===== src/rtl/core/dcf_pkg.sv =====
// Shared types and constants for the decimal command framer.
package dcf_pkg;

    // Decimal digit cells in the conversion row (enough for any 32-bit value)
    localparam int unsigned MAX_DIGITS = 10;
    localparam int unsigned POS_W      = 4;

    // ASCII framing characters
    localparam logic [7:0] CH_OPEN  = 8'h41;  // 'A'
    localparam logic [7:0] CH_CLOSE = 8'h5A;  // 'Z'
    localparam logic [7:0] CH_ZERO  = 8'h30;  // '0'

    // Input beat
    typedef struct packed {
        logic [7:0]  cmd_char;
        logic [31:0] value;
    } t_cmd;

    // Output beat
    typedef struct packed {
        logic [7:0] frame_byte;
        logic       last;
    } t_result;

    // Control from the sequencer to every digit cell
    typedef struct packed {
        logic clr;     // load zero
        logic dabble;  // add-3 correct and shift in one binary bit
        logic shift;   // take the lower neighbor's digit
    } t_cell_ctl;

    typedef enum logic [2:0] {
        ST_IDLE,
        ST_CONV,
        ST_SKIP,
        ST_OPEN,
        ST_LEN,
        ST_CMD,
        ST_DIGIT,
        ST_CLOSE
    } t_state;

endpackage


===== src/rtl/core/decimal_command_framer.sv =====
// Top level: frames a command byte and a value as 'A', length, command, decimal digits, 'Z'.
//
// A command is taken when start is high and busy is low. The value's low
// VALUE_WIDTH bits are converted to decimal by a row of ten BCD digit cells,
// one binary bit per cycle. Leading zero digits are then shifted out of the
// row (at most nine), and a last check in the skip state finds the leading
// digit. The frame follows at one byte per cycle, 5 to 14 bytes, each shown
// for one cycle with o_strobe; the closing 'Z' carries last. The receiver
// cannot stall, so every byte must be taken when strobed. Busy stays high
// until the 'Z' byte has been launched.
module decimal_command_framer #(
    parameter int unsigned VALUE_WIDTH = 32
) (
    input  logic             i_clk,
    input  logic             i_rst_n,
    input  logic             start,
    input  dcf_pkg::t_cmd    i_cmd,
    output logic             busy,
    output logic             o_strobe,
    output dcf_pkg::t_result o_result
);

    localparam int unsigned CNT_W = $clog2(VALUE_WIDTH + 1);

    dcf_pkg::t_state    r_state, n_state;
    logic [VALUE_WIDTH-1:0] r_val, n_val;
    logic [7:0]         r_cmd, n_cmd;
    logic [CNT_W-1:0]   r_cnt, n_cnt;
    logic [dcf_pkg::POS_W-1:0] r_pos, n_pos;
    logic               r_strobe, n_strobe;
    dcf_pkg::t_result   r_result, n_result;
    dcf_pkg::t_cell_ctl w_ctl;

    logic               w_bit   [dcf_pkg::MAX_DIGITS];
    logic [3:0]         w_digit [dcf_pkg::MAX_DIGITS];
    logic [3:0]         w_top;

    assign w_top = w_digit[dcf_pkg::MAX_DIGITS-1];

    // Digit cell row: binary bits ripple up through the add-3 carries,
    // whole digits move up one cell per cycle when shifting out
    assign w_bit[0] = r_val[VALUE_WIDTH-1];
    for (genvar k = 0; k < dcf_pkg::MAX_DIGITS; k++) begin : g_cell
        if (k == dcf_pkg::MAX_DIGITS - 1) begin : g_top
            dcf_bcd_cell u_cell (
                .i_clk   (i_clk),
                .i_ctl   (w_ctl),
                .i_bit   (w_bit[k]),
                .i_digit (w_digit[k-1]),
                .o_bit   (),
                .o_digit (w_digit[k])
            );
        end else if (k == 0) begin : g_low
            dcf_bcd_cell u_cell (
                .i_clk   (i_clk),
                .i_ctl   (w_ctl),
                .i_bit   (w_bit[k]),
                .i_digit (4'd0),
                .o_bit   (w_bit[k+1]),
                .o_digit (w_digit[k])
            );
        end else begin : g_mid
            dcf_bcd_cell u_cell (
                .i_clk   (i_clk),
                .i_ctl   (w_ctl),
                .i_bit   (w_bit[k]),
                .i_digit (w_digit[k-1]),
                .o_bit   (w_bit[k+1]),
                .o_digit (w_digit[k])
            );
        end
    end

    // Sequencer: next state, cell control and next output beat
    always_comb begin
        n_state  = r_state;
        n_val    = r_val;
        n_cmd    = r_cmd;
        n_cnt    = r_cnt;
        n_pos    = r_pos;
        n_strobe = 1'b0;
        n_result = r_result;
        w_ctl    = '0;

        unique case (r_state)
            dcf_pkg::ST_IDLE: begin
                if (start) begin
                    n_val     = i_cmd.value[VALUE_WIDTH-1:0];
                    n_cmd     = i_cmd.cmd_char;
                    n_cnt     = CNT_W'(VALUE_WIDTH);
                    n_pos     = dcf_pkg::POS_W'(dcf_pkg::MAX_DIGITS);
                    w_ctl.clr = 1'b1;
                    n_state   = dcf_pkg::ST_CONV;
                end
            end
            dcf_pkg::ST_CONV: begin
                w_ctl.dabble = 1'b1;
                n_val        = r_val << 1;
                n_cnt        = r_cnt - CNT_W'(1);
                if (r_cnt == CNT_W'(1)) begin
                    n_state = dcf_pkg::ST_SKIP;
                end
            end
            dcf_pkg::ST_SKIP: begin
                // drop leading zeros, keep at least one digit
                if (w_top == 4'd0 && r_pos > dcf_pkg::POS_W'(1)) begin
                    w_ctl.shift = 1'b1;
                    n_pos       = r_pos - dcf_pkg::POS_W'(1);
                end else begin
                    n_state = dcf_pkg::ST_OPEN;
                end
            end
            dcf_pkg::ST_OPEN: begin
                n_strobe = 1'b1;
                n_result = '{frame_byte: dcf_pkg::CH_OPEN, last: 1'b0};
                n_state  = dcf_pkg::ST_LEN;
            end
            dcf_pkg::ST_LEN: begin
                n_strobe = 1'b1;
                n_result = '{frame_byte: dcf_pkg::CH_ZERO + 8'd1 + 8'(r_pos), last: 1'b0};
                n_state  = dcf_pkg::ST_CMD;
            end
            dcf_pkg::ST_CMD: begin
                n_strobe = 1'b1;
                n_result = '{frame_byte: r_cmd, last: 1'b0};
                n_state  = dcf_pkg::ST_DIGIT;
            end
            dcf_pkg::ST_DIGIT: begin
                n_strobe    = 1'b1;
                n_result    = '{frame_byte: dcf_pkg::CH_ZERO + 8'(w_top), last: 1'b0};
                w_ctl.shift = 1'b1;
                n_pos       = r_pos - dcf_pkg::POS_W'(1);
                if (r_pos == dcf_pkg::POS_W'(1)) begin
                    n_state = dcf_pkg::ST_CLOSE;
                end
            end
            dcf_pkg::ST_CLOSE: begin
                n_strobe = 1'b1;
                n_result = '{frame_byte: dcf_pkg::CH_CLOSE, last: 1'b1};
                n_state  = dcf_pkg::ST_IDLE;
            end
            default: begin
                n_state = dcf_pkg::ST_IDLE;
            end
        endcase
    end

    // Control registers
    always_ff @(posedge i_clk) begin
        if (!i_rst_n) begin
            r_state  <= dcf_pkg::ST_IDLE;
            r_strobe <= 1'b0;
            r_pos    <= '0;
            r_cnt    <= '0;
        end else begin
            r_state  <= n_state;
            r_strobe <= n_strobe;
            r_pos    <= n_pos;
            r_cnt    <= n_cnt;
        end
    end

    // Payload registers
    always_ff @(posedge i_clk) begin
        r_val    <= n_val;
        r_cmd    <= n_cmd;
        r_result <= n_result;
    end

    assign busy     = (r_state != dcf_pkg::ST_IDLE);
    assign o_strobe = r_strobe;
    assign o_result = r_result;

    // A taken command always starts work
    a_start_busy: assert property (@(posedge i_clk) disable iff (!i_rst_n)
        start && !busy |=> busy)
        else $error("accepted command did not raise busy");

    // The closing byte ends the frame: no beat follows it directly
    a_last_gap: assert property (@(posedge i_clk) disable iff (!i_rst_n)
        o_strobe && o_result.last |=> !o_strobe)
        else $error("beat directly after closing byte");

    // Digit position stays within the cell row while working, except in the closing state
    a_pos_range: assert property (@(posedge i_clk) disable iff (!i_rst_n)
        busy && r_state != dcf_pkg::ST_CLOSE |->
            r_pos >= dcf_pkg::POS_W'(1) &&
            r_pos <= dcf_pkg::POS_W'(dcf_pkg::MAX_DIGITS))
        else $error("digit position out of range");

    // Conversion counter never wraps during conversion
    a_cnt_conv: assert property (@(posedge i_clk) disable iff (!i_rst_n)
        r_state == dcf_pkg::ST_CONV |-> r_cnt != '0)
        else $error("conversion counter underflow");

endmodule


===== src/rtl/core/dcf_bcd_cell.sv =====
// One BCD digit cell of the binary-to-decimal shift row.
module dcf_bcd_cell (
    input  logic              i_clk,
    input  dcf_pkg::t_cell_ctl i_ctl,
    input  logic              i_bit,
    input  logic [3:0]        i_digit,
    output logic              o_bit,
    output logic [3:0]        o_digit
);

    logic [3:0] r_digit;
    logic [3:0] n_digit;
    logic [3:0] w_adj;

    // add-3 correction before the shift; its top bit carries to the next cell
    assign w_adj   = (r_digit >= 4'd5) ? (r_digit + 4'd3) : r_digit;
    assign o_bit   = w_adj[3];
    assign o_digit = r_digit;

    always_comb begin
        priority if (i_ctl.clr) begin
            n_digit = 4'd0;
        end else if (i_ctl.dabble) begin
            n_digit = {w_adj[2:0], i_bit};
        end else if (i_ctl.shift) begin
            n_digit = i_digit;
        end else begin
            n_digit = r_digit;
        end
    end

    always_ff @(posedge i_clk) begin
        r_digit <= n_digit;
    end

endmodule

===== config.mk =====
export PLATFORM = sky130hd
export DESIGN_NAME = decimal_command_framer
export DESIGN_NICKNAME = d
export VERILOG_FILES = /design/src/rtl/core/dcf_pkg.sv /design/src/rtl/core/decimal_command_framer.sv /design/src/rtl/core/dcf_bcd_cell.sv
export SDC_FILE = /design/constraint.sdc
export NUM_CORES = 1
export LEC_CHECK = 0
export ABC_CLOCK_PERIOD_IN_PS = 3000
export BUFFER_PORTS_ARGS = -buffer_cell sky130_fd_sc_hd__buf_4
export CORE_MARGIN = 8
export CORE_UTILIZATION = 40
export DETAILED_ROUTE_END_ITERATION = 16
export SLEW_MARGIN = 20
export SYNTH_ARGS = -nofsm -noshare
export SYNTH_HDL_FRONTEND = slang
export SYNTH_SLANG_ARGS = --single-unit
export TNS_END_PERCENT = 50

===== constraint.sdc =====
create_clock -name i_clk -period 3 [get_ports i_clk]
set_input_delay 0.15 -clock i_clk [delete_from_list [all_inputs] [get_ports i_clk]]
set_output_delay 0.15 -clock i_clk [all_outputs]
set_load 0.02 [all_outputs]

==> results of run 1 <==
==> final cells by class <==
type / instances / area (um^2)
Timing Repair Buffer: 75 / 583
Fill cell: 1321 / 7280
Tap cell: 180 / 225
Multi-Input combinational cell: 440 / 2670
Sequential cell: 103 / 2550
Clock inverter: 6 / 60.1
Inverter: 34 / 128
Clock buffer: 10 / 229
==> through the flow <==
stage | utilization [%] | instances | setup slack [ps] | instance area (um^2) | hold slack, ps
floorplan | - | 615 | 622 | 5570 | 249
global placement | 44.3 | 824 | 823 | 6070 | 328
detailed placement | 44.3 | 824 | 792 | 6070 | 330
CTS | 47.0 | 848 | 796 | 6440 | 53.6
global route | 47.0 | 848 | 675 | 6440 | 70.9
finish | 47.0 | 848 | 822 | 6440 | 66.4
==> where the power goes <==
group          switching [mW]  internal [mW]  total, mW  leakage, nW
registers               0.393           1.99       2.39        0.917
logic                    1.41           1.03       2.44         1.54
clock network           0.517          0.645       1.16        0.142
total                    2.32           3.67       5.99         2.60
==> worst max-delay path, stage by stage (launching register included) <==
cell and delay, ps:
dfxtp_1 440, or3b_2 790, buf_4 290, buf_4 230, nand2_1 100, nand2_1 70
==> state kept, by name, summed over array words and instances, names as in the netlist <==
name,count
r_cmd,8
g_cell.g_top.u_cell.o_digit,4
r_pos,4
r_state,3
g_cell.g_mid.u_cell.o_digit,32
g_cell.g_low.u_cell.o_digit,4
r_cnt,6
r_val,32
o_result,9
o_strobe,1
==> what timing repair did <==
action | in CTS | in global routing
endpoints found under the hold margin | 8 | 0
hold buffers | 8 | 0
setup buffers | 0 | 0
==> placed cells by master, fill, tap and decap left out, drive strengths merged, types with 10 or more instances in the layout <==
master / Yosys / routed
nor2: 26 / 26
inv: 34 / 35
o22ai: 11 / 11
o21ai: 27 / 27
nor3b: 10 / 10
ha: 26 / 26
nand2: 138 / 138
clkbuf: 12 / 10
buf: 26 / 67
o211ai: 12 / 12
a21oi: 60 / 60
mux2i: 12 / 12
a22oi: 18 / 18
edfxtp: 49 / 49
nand2b: 12 / 12
dfxtp: 54 / 54
xnor2: 14 / 14
==> how the worst max path moves through the flow <==
stage | endpoint | depth (start not counted) | from | slack (ps)
after global routing | g_cell[1].g_mid.u_cell.o_digit[3]$_SDFFE_PP0P_ | 6 | r_state[1]$_SDFFE_PN0P_ | 680
after floorplan | r_val[0]$_SDFFCE_PP0P_ | 6 | r_state[2]$_SDFFE_PN0P_ | 620
after detailed placement | r_val[8]$_DFFE_PP_ | 5 | r_state[0]$_SDFFE_PN0P_ | 790
final | r_val[8]$_DFFE_PP_ | 5 | r_state[0]$_SDFFE_PN0P_ | 820
after CTS | r_val[8]$_DFFE_PP_ | 5 | r_state[0]$_SDFFE_PN0P_ | 800
after global placement | r_val[8]$_DFFE_PP_ | 5 | r_state[0]$_SDFFE_PN0P_ | 820
==> cells in the mapped netlist, types with 2 or more instances <==
cell type,instances,area (um^2)
a31oi_1,3,18.8
a32oi_1,8,70.1
mux2i_1,12,120
and3_1,5,31.3
nor3_1,4,20.0
nand3_1,7,35.0
o22ai_1,11,68.8
nand2_1,138,518
nor3b_1,9,67.6
buf_4,5,37.5
a211oi_2,8,100
a21boi_0,3,22.5
o221a_2,2,22.5
edfxtp_1,49,1470
buf_6,6,67.6
nor2_1,26,97.6
ha_1,26,325
and2_1,7,43.8
buf_1,6,22.5
a22oi_1,18,135
inv_1,34,128
nand2b_1,12,75.1
nor2b_1,5,31.3
o21ai_0,23,115
clkbuf_1,11,41.3
dfxtp_1,54,1080
a21oi_1,60,300
buf_2,9,45.0
a21o_1,2,15.0
o21ai_1,4,20.0
xnor2_1,14,123
o211ai_1,12,90.1
o21a_1,3,22.5
==> logic make-up (layout without fill, tap and decap cells) <==
family / Yosys count / in the layout / synth area share, %
adders and majority gates: 26 / 26 / 5.85
DFF: 103 / 103 / 45.9
xor gates and xnor gates: 15 / 15 / 2.36
buffers and inverters: 72 / 125 / 6.23
muxes: 13 / 13 / 2.36
AOI/OAI and AO/OA: 167 / 167 / 19.6
and+or+nand+nor: 219 / 219 / 17.8
==> per-layer routing <==
metal	GRT usage, %	up-vias	share of wire [%]
met2	23.7	52	50
li1	-	2250	-
met3	2.24	11	3.3
met4	5.61	0	1.6
met1	16.8	2122	45
met5	0	-	0
==> results.sh, run 1 <==
export IMPL_status="complete, no violations"
export IMPL_power_leakage_nw=2.60
export IMPL_fin_total_pwr_mw=5.99
export IMPL_io_pins=54
export IMPL_cts_htree_levels=3
export IMPL_port_buffers=53
export IMPL_gp_congestion=0.759
export IMPL_route_vias_total=4435
export IMPL_cts_tree="yes"
export IMPL_wirelength_mm=12.1
export IMPL_rr_endpoint="r_val[8]$_DFFE_PP_"
export IMPL_synthArstFlopShare_pct=0
export IMPL_min_path_cells=3
export IMPL_reg2reg_slack_ps=820
export IMPL_synthCells=615
export IMPL_ys_ff_latch=103
export IMPL_rsz0062_at_grt="false"
export IMPL_fin_nets=732
export IMPL_fp_dieW_um=134
export IMPL_final_max_slew_viol_count=0
export IMPL_synth_cell_types=52
export IMPL_drv_cap=0
export IMPL_crit_type="flip-flop to flip-flop"
export IMPL_required_ps=3100
export IMPL_holdPathEnd="r_val[6]$_DFFE_PP_"
export IMPL_grt_pass1_vias=4320
export IMPL_antenna_found_initial=0
export IMPL_track_usage_pct=13.8
export IMPL_fmaxAchievable_mhz=459
export IMPL_vias_per_cell=5.23
export IMPL_drtIter0Drc=299
export IMPL_clock_skew_ps=6.54
export IMPL_syn_area_mm2=0.00557
export IMPL_dr_pass1_iters=4
export IMPL_core_area_mm2=0.0137
export IMPL_dpl_hpwl_mm=8.24
export IMPL_worstSetupStartpointType="flip-flop"
export IMPL_synth_nets=684
export IMPL_dieArea_mm2=0.0179
export IMPL_timing_final_crit_share_pct=72.6
export IMPL_numClockSinks=103
export IMPL_tns_ps=0
export IMPL_overflow=0
export IMPL_grt_pass1_wl_mm=20.6
export IMPL_antennaDiodeCount=0
export IMPL_final_layout_size_suffix_gt1_share_pct=14.2
export IMPL_start_util_pct=40.6
export IMPL_postRouteAntennaNets=0
export IMPL_hp_start="i_cmd[6]"
export IMPL_ys_warn_count=0
export IMPL_ir_worst_vdd_uv=376
export IMPL_post_drt_wl_per_cell_um=14.2
export IMPL_drc_errors=0
export IMPL_ys_seq_area_share_pct=45.9
export IMPL_worstSkewPairLatency_ps=350
export IMPL_rows=43
export IMPL_cts_buffers=9
export IMPL_avgSynthCellArea_um2=9.05
export IMPL_critical_path_arrival_ps=2280
export IMPL_ctsResizeCount=0
export IMPL_cts_root_buf="clkbuf_16"
export IMPL_worst_slew_pin_slew_ps=741
export IMPL_cp_end_kind="flip-flop"
export IMPL_p_per_area_mw_per_mm2=930
export IMPL_reg2reg_from="r_state[0]$_SDFFE_PN0P_"
export IMPL_period_needed_ps=2180
export IMPL_synth_edf_count=49
export IMPL_max_slew_margin_pct=50.6
export IMPL_hold_path_class="primary input to flip-flop"
export IMPL_hold_violations=0
export IMPL_r2r_cells=5
export IMPL_clkSlewWorstSetupHoldPaths_ps=70
export IMPL_synthFlopType="dfxtp_1"
export IMPL_clk_path_buf_depth=2
export IMPL_cp_max_fo=30
export IMPL_areaGrowthSynthToFinish_pct=15.8
export IMPL_grt_max_degree=48
export IMPL_setup_violations=0
export IMPL_die_h_um=134
Note: power is estimated with default switching activity, not from simulation.
==> run 2: changes to the inputs <==
--- a/config.mk
+++ b/config.mk
@@ -5,7 +5,8 @@
 export SDC_FILE = /design/constraint.sdc
 export NUM_CORES = 1
 export LEC_CHECK = 0
-export ABC_CLOCK_PERIOD_IN_PS = 3000
+export ABC_AREA = 1
+export ABC_CLOCK_PERIOD_IN_PS = 1900
 export BUFFER_PORTS_ARGS = -buffer_cell sky130_fd_sc_hd__buf_4
 export CORE_MARGIN = 8
 export CORE_UTILIZATION = 40
==> constraint.sdc (replaced) <==
create_clock -name i_clk -period 1.9 [get_ports i_clk]
set_input_delay 0.095 -clock i_clk [delete_from_list [all_inputs] [get_ports i_clk]]
set_output_delay 0.095 -clock i_clk [all_outputs]
set_load 0.02 [all_outputs]
==> run 2 against run 1 <==
Effect of this change: non-clock buffer count is 21 higher; critical path type unchanged; global-route usage rose by 0.68 points; sequential cell count unchanged; clock-buffer cell count is 3 higher; clock power increased by 54%; maximum frequency is 25% higher; cell count is 28% higher; worst setup slack got worse by 660 ps.
==> results.sh, run 2 <==
export IMPL_status="complete, no violations"
export IMPL_start_util_pct=40.6
export IMPL_fin_nets=966
export IMPL_dpl_hpwl_mm=9.03
export IMPL_power_leakage_nw=3.39
export IMPL_p_per_area_mw_per_mm2=1590
export IMPL_highest_layer="met4"
export IMPL_cpMostUsedCell="nand2_1"
export IMPL_seq_area_mm2=0.00255
export IMPL_period_needed_ps=1740
export IMPL_antennaDiodeCount=0
export IMPL_fin_total_pwr_mw=11.2
export IMPL_areaGrowthSynthToFinish_pct=20.3
export IMPL_cp_end_kind="flip-flop"
export IMPL_cpMaxStageDelayCell="dfxtp_1"
export IMPL_vias_per_cell=4.77
export IMPL_crit_chain="nand2_2, nor2_2, inv_1, buf_4, nand2_1, nand2_1, o21ai_0, nand2_1, nand2_1"
export IMPL_grt_pass1_wl_mm=22.3
export IMPL_syn_area_mm2=0.00588
export IMPL_setup_violations=0
export IMPL_postRouteAntennaNets=0
export IMPL_post_drt_wl_per_cell_um=11.9
export IMPL_ys_ff_latch=103
export IMPL_final_util_pct=48.9
export IMPL_avgSynthCellArea_um2=7.18
export IMPL_final_area_mm2=0.00708
export IMPL_drtIter0Drc=278
export IMPL_drc_errors=0
export IMPL_synth_commonest_cells="279 x nand2_1, 104 x nor2_1, 87 x inv_1"
export IMPL_dr_pass1_iters=4
export IMPL_overflow=0
export IMPL_wirelength_met1_mm=6.56
export IMPL_final_common_cell="nand2_1"
export IMPL_hold_path_class="primary input to flip-flop"
export IMPL_synth_edf_count=49
export IMPL_clock_skew_ps=4.39
export IMPL_fp_dieW_um=137
export IMPL_wl_met2_mm=5.76
export IMPL_synth_top_area_share_pct=25.0
export IMPL_synthArstFlopShare_pct=0
export IMPL_clk_path_buf_depth=2
export IMPL_dieArea_mm2=0.0188
export IMPL_cp_max_fo=14
export IMPL_ys_warn_count=0
export IMPL_synth_area_top_cells="edfxtp_1 25%, dfxtp_1 18%, nand2_1 18%"
export IMPL_final_max_slew_viol_count=0
export IMPL_synthFlopType="dfxtp_1"
export IMPL_track_usage_pct=14.5
export IMPL_drv_cap=0
export IMPL_dpl_instance_area_mm2=0.00656
export IMPL_worst_slew_pin_slew_ps=426
export IMPL_cts_tree="yes"
export IMPL_cts_buffers=9
export IMPL_max_slew_margin_pct=71.6
export IMPL_cts_root_buf="clkbuf_16"
export IMPL_die_h_um=137
export IMPL_yosysMostFrequentCell="nand2_1"
export IMPL_layout_common_cells="278 x nand2_1, 104 x nor2_1, 87 x inv_1"
export IMPL_tns_ps=0
export IMPL_setup_ws_ps=160
export IMPL_fmaxAchievable_mhz=575
export IMPL_yosysTopAreaCell="edfxtp_1"
export IMPL_required_ps=2200
export IMPL_port_buffers=53
export IMPL_synth_nets=888
export IMPL_io_pins=54
export IMPL_hold_violations=0
export IMPL_worstSetupStartpointType="flip-flop"
export IMPL_post_cts_buffers=0
export IMPL_multi_input_area_mm2=0.00281
export IMPL_clkSlewWorstSetupHoldPaths_ps=70
export IMPL_final_layout_size_suffix_gt1_share_pct=11.5
export IMPL_ys_seq_area_share_pct=43.4
export IMPL_timing_final_crit_share_pct=91.6
export IMPL_rsz0062_at_grt="false"
export IMPL_synth_cell_types=35
export IMPL_gp_congestion=0.823
export IMPL_route_met3_wl_um=554
export IMPL_cts_htree_levels=3
export IMPL_numClockSinks=103
export IMPL_wirelength_mm=13.0
export IMPL_grt_max_degree=39
export IMPL_fillCellCount=1452
export IMPL_route_vias_total=5175
export IMPL_post_place_ws_ps=78.2
export IMPL_core_area_mm2=0.0145
export IMPL_crit_type="flip-flop to flip-flop"
export IMPL_cp_top_family="simple AND/OR/NAND/NOR gates"
export IMPL_antenna_found_initial=0
export IMPL_rows=44
export IMPL_critical_path_arrival_ps=2040
export IMPL_slowest_delay_ps=420
export IMPL_grt_pass1_vias=4891
export IMPL_synthCells=819
export IMPL_worstSkewPairLatency_ps=350
export IMPL_ir_worst_vdd_uv=796
export IMPL_path_buf_inv=2
[run 2: cell types whose count changed in the layout (fill, tap and decap cells not counted), sizes merged, moves of 15 or more]
cell / delta
inv: +57
nand3: +56
dlygate4sd3: +15
a21oi: -31
nand2: +143
nor2: +82
o21ai: +24
[run 2: stage by stage]
stage | hold WS [ps] | std cells
after global placement | 274 | 1047
final | 13.9 | 1086
after global routing | 8.37 | 1086
after CTS | 0.143 | 1086
after detailed placement | 275 | 1047
after floorplan | 194 | 819
[run 2: area by class of cell]
| type | instances | area share, % |
|---|---|---|
| sequential | 103 | 36.1 |
| multi-input combinational | 595 | 39.7 |
| clock buffer | 13 | 3.69 |
| tap | 184 | 3.25 |
| clock inverter | 3 | 0.265 |
| timing repair buffer | 96 | 12.1 |
| inverter | 92 | 4.91 |
[run 2: metal layers]
layer | vias up | track usage (%)
met3 | 8 | 4.08
li1 | 2779 | -
met1 | 2307 | 19.0
met5 | - | 0
met4 | 0 | 2.78
met2 | 81 | 23.3
[run 2: power breakdown]
part	internal [mW]	switching, mW	total (mW)
registers	3.46	0.605	4.06
logic	2.03	3.35	5.38
clock network	0.965	0.820	1.79
[run 2: worst paths after layout]
path                                start                                        endpoint  slack [ps]  depth (start not counted)
setup reg to reg  r_state[1]$_SDFFE_PN0P_  g_cell[9].g_top.u_cell.o_digit[3]$_SDFFE_PP0P_         160                          9
hold / removal                   i_cmd[4]                              r_val[4]$_DFFE_PP_          10                          3
setup / recovery  r_state[1]$_SDFFE_PN0P_  g_cell[9].g_top.u_cell.o_digit[3]$_SDFFE_PP0P_         160                          9
hold reg to reg     r_cnt[0]$_SDFFE_PN0P_                           r_cnt[0]$_SDFFE_PN0P_         480                          2
[run 2: timing repair]
action	in CTS	in global routing
hold buffers	23	0
resized for setup	0	4
endpoints found under the hold margin	23	0
setup endpoints to repair	0	19
[run 2: worst min-delay path, delay by kind of cell]
| family | cells | cell delay [ps] |
|---|---|---|
| buffers and inverters | 1 | 70 |
| AND/OR/NAND/NOR | 2 | 90 |
[run 2: cell families (layout without fill, tap and decap cells)]
family	after synthesis	in the layout	share of synthesized area, %
XOR/XNOR	1	1	0.149
flip-flops	103	103	43.4
AND/OR/NAND/NOR	477	477	33.7
adder cells (fa/ha/maj)	26	26	5.53
buffers and inverters	121	204	8.99
AO/OA/AOI/OAI	91	91	8.23
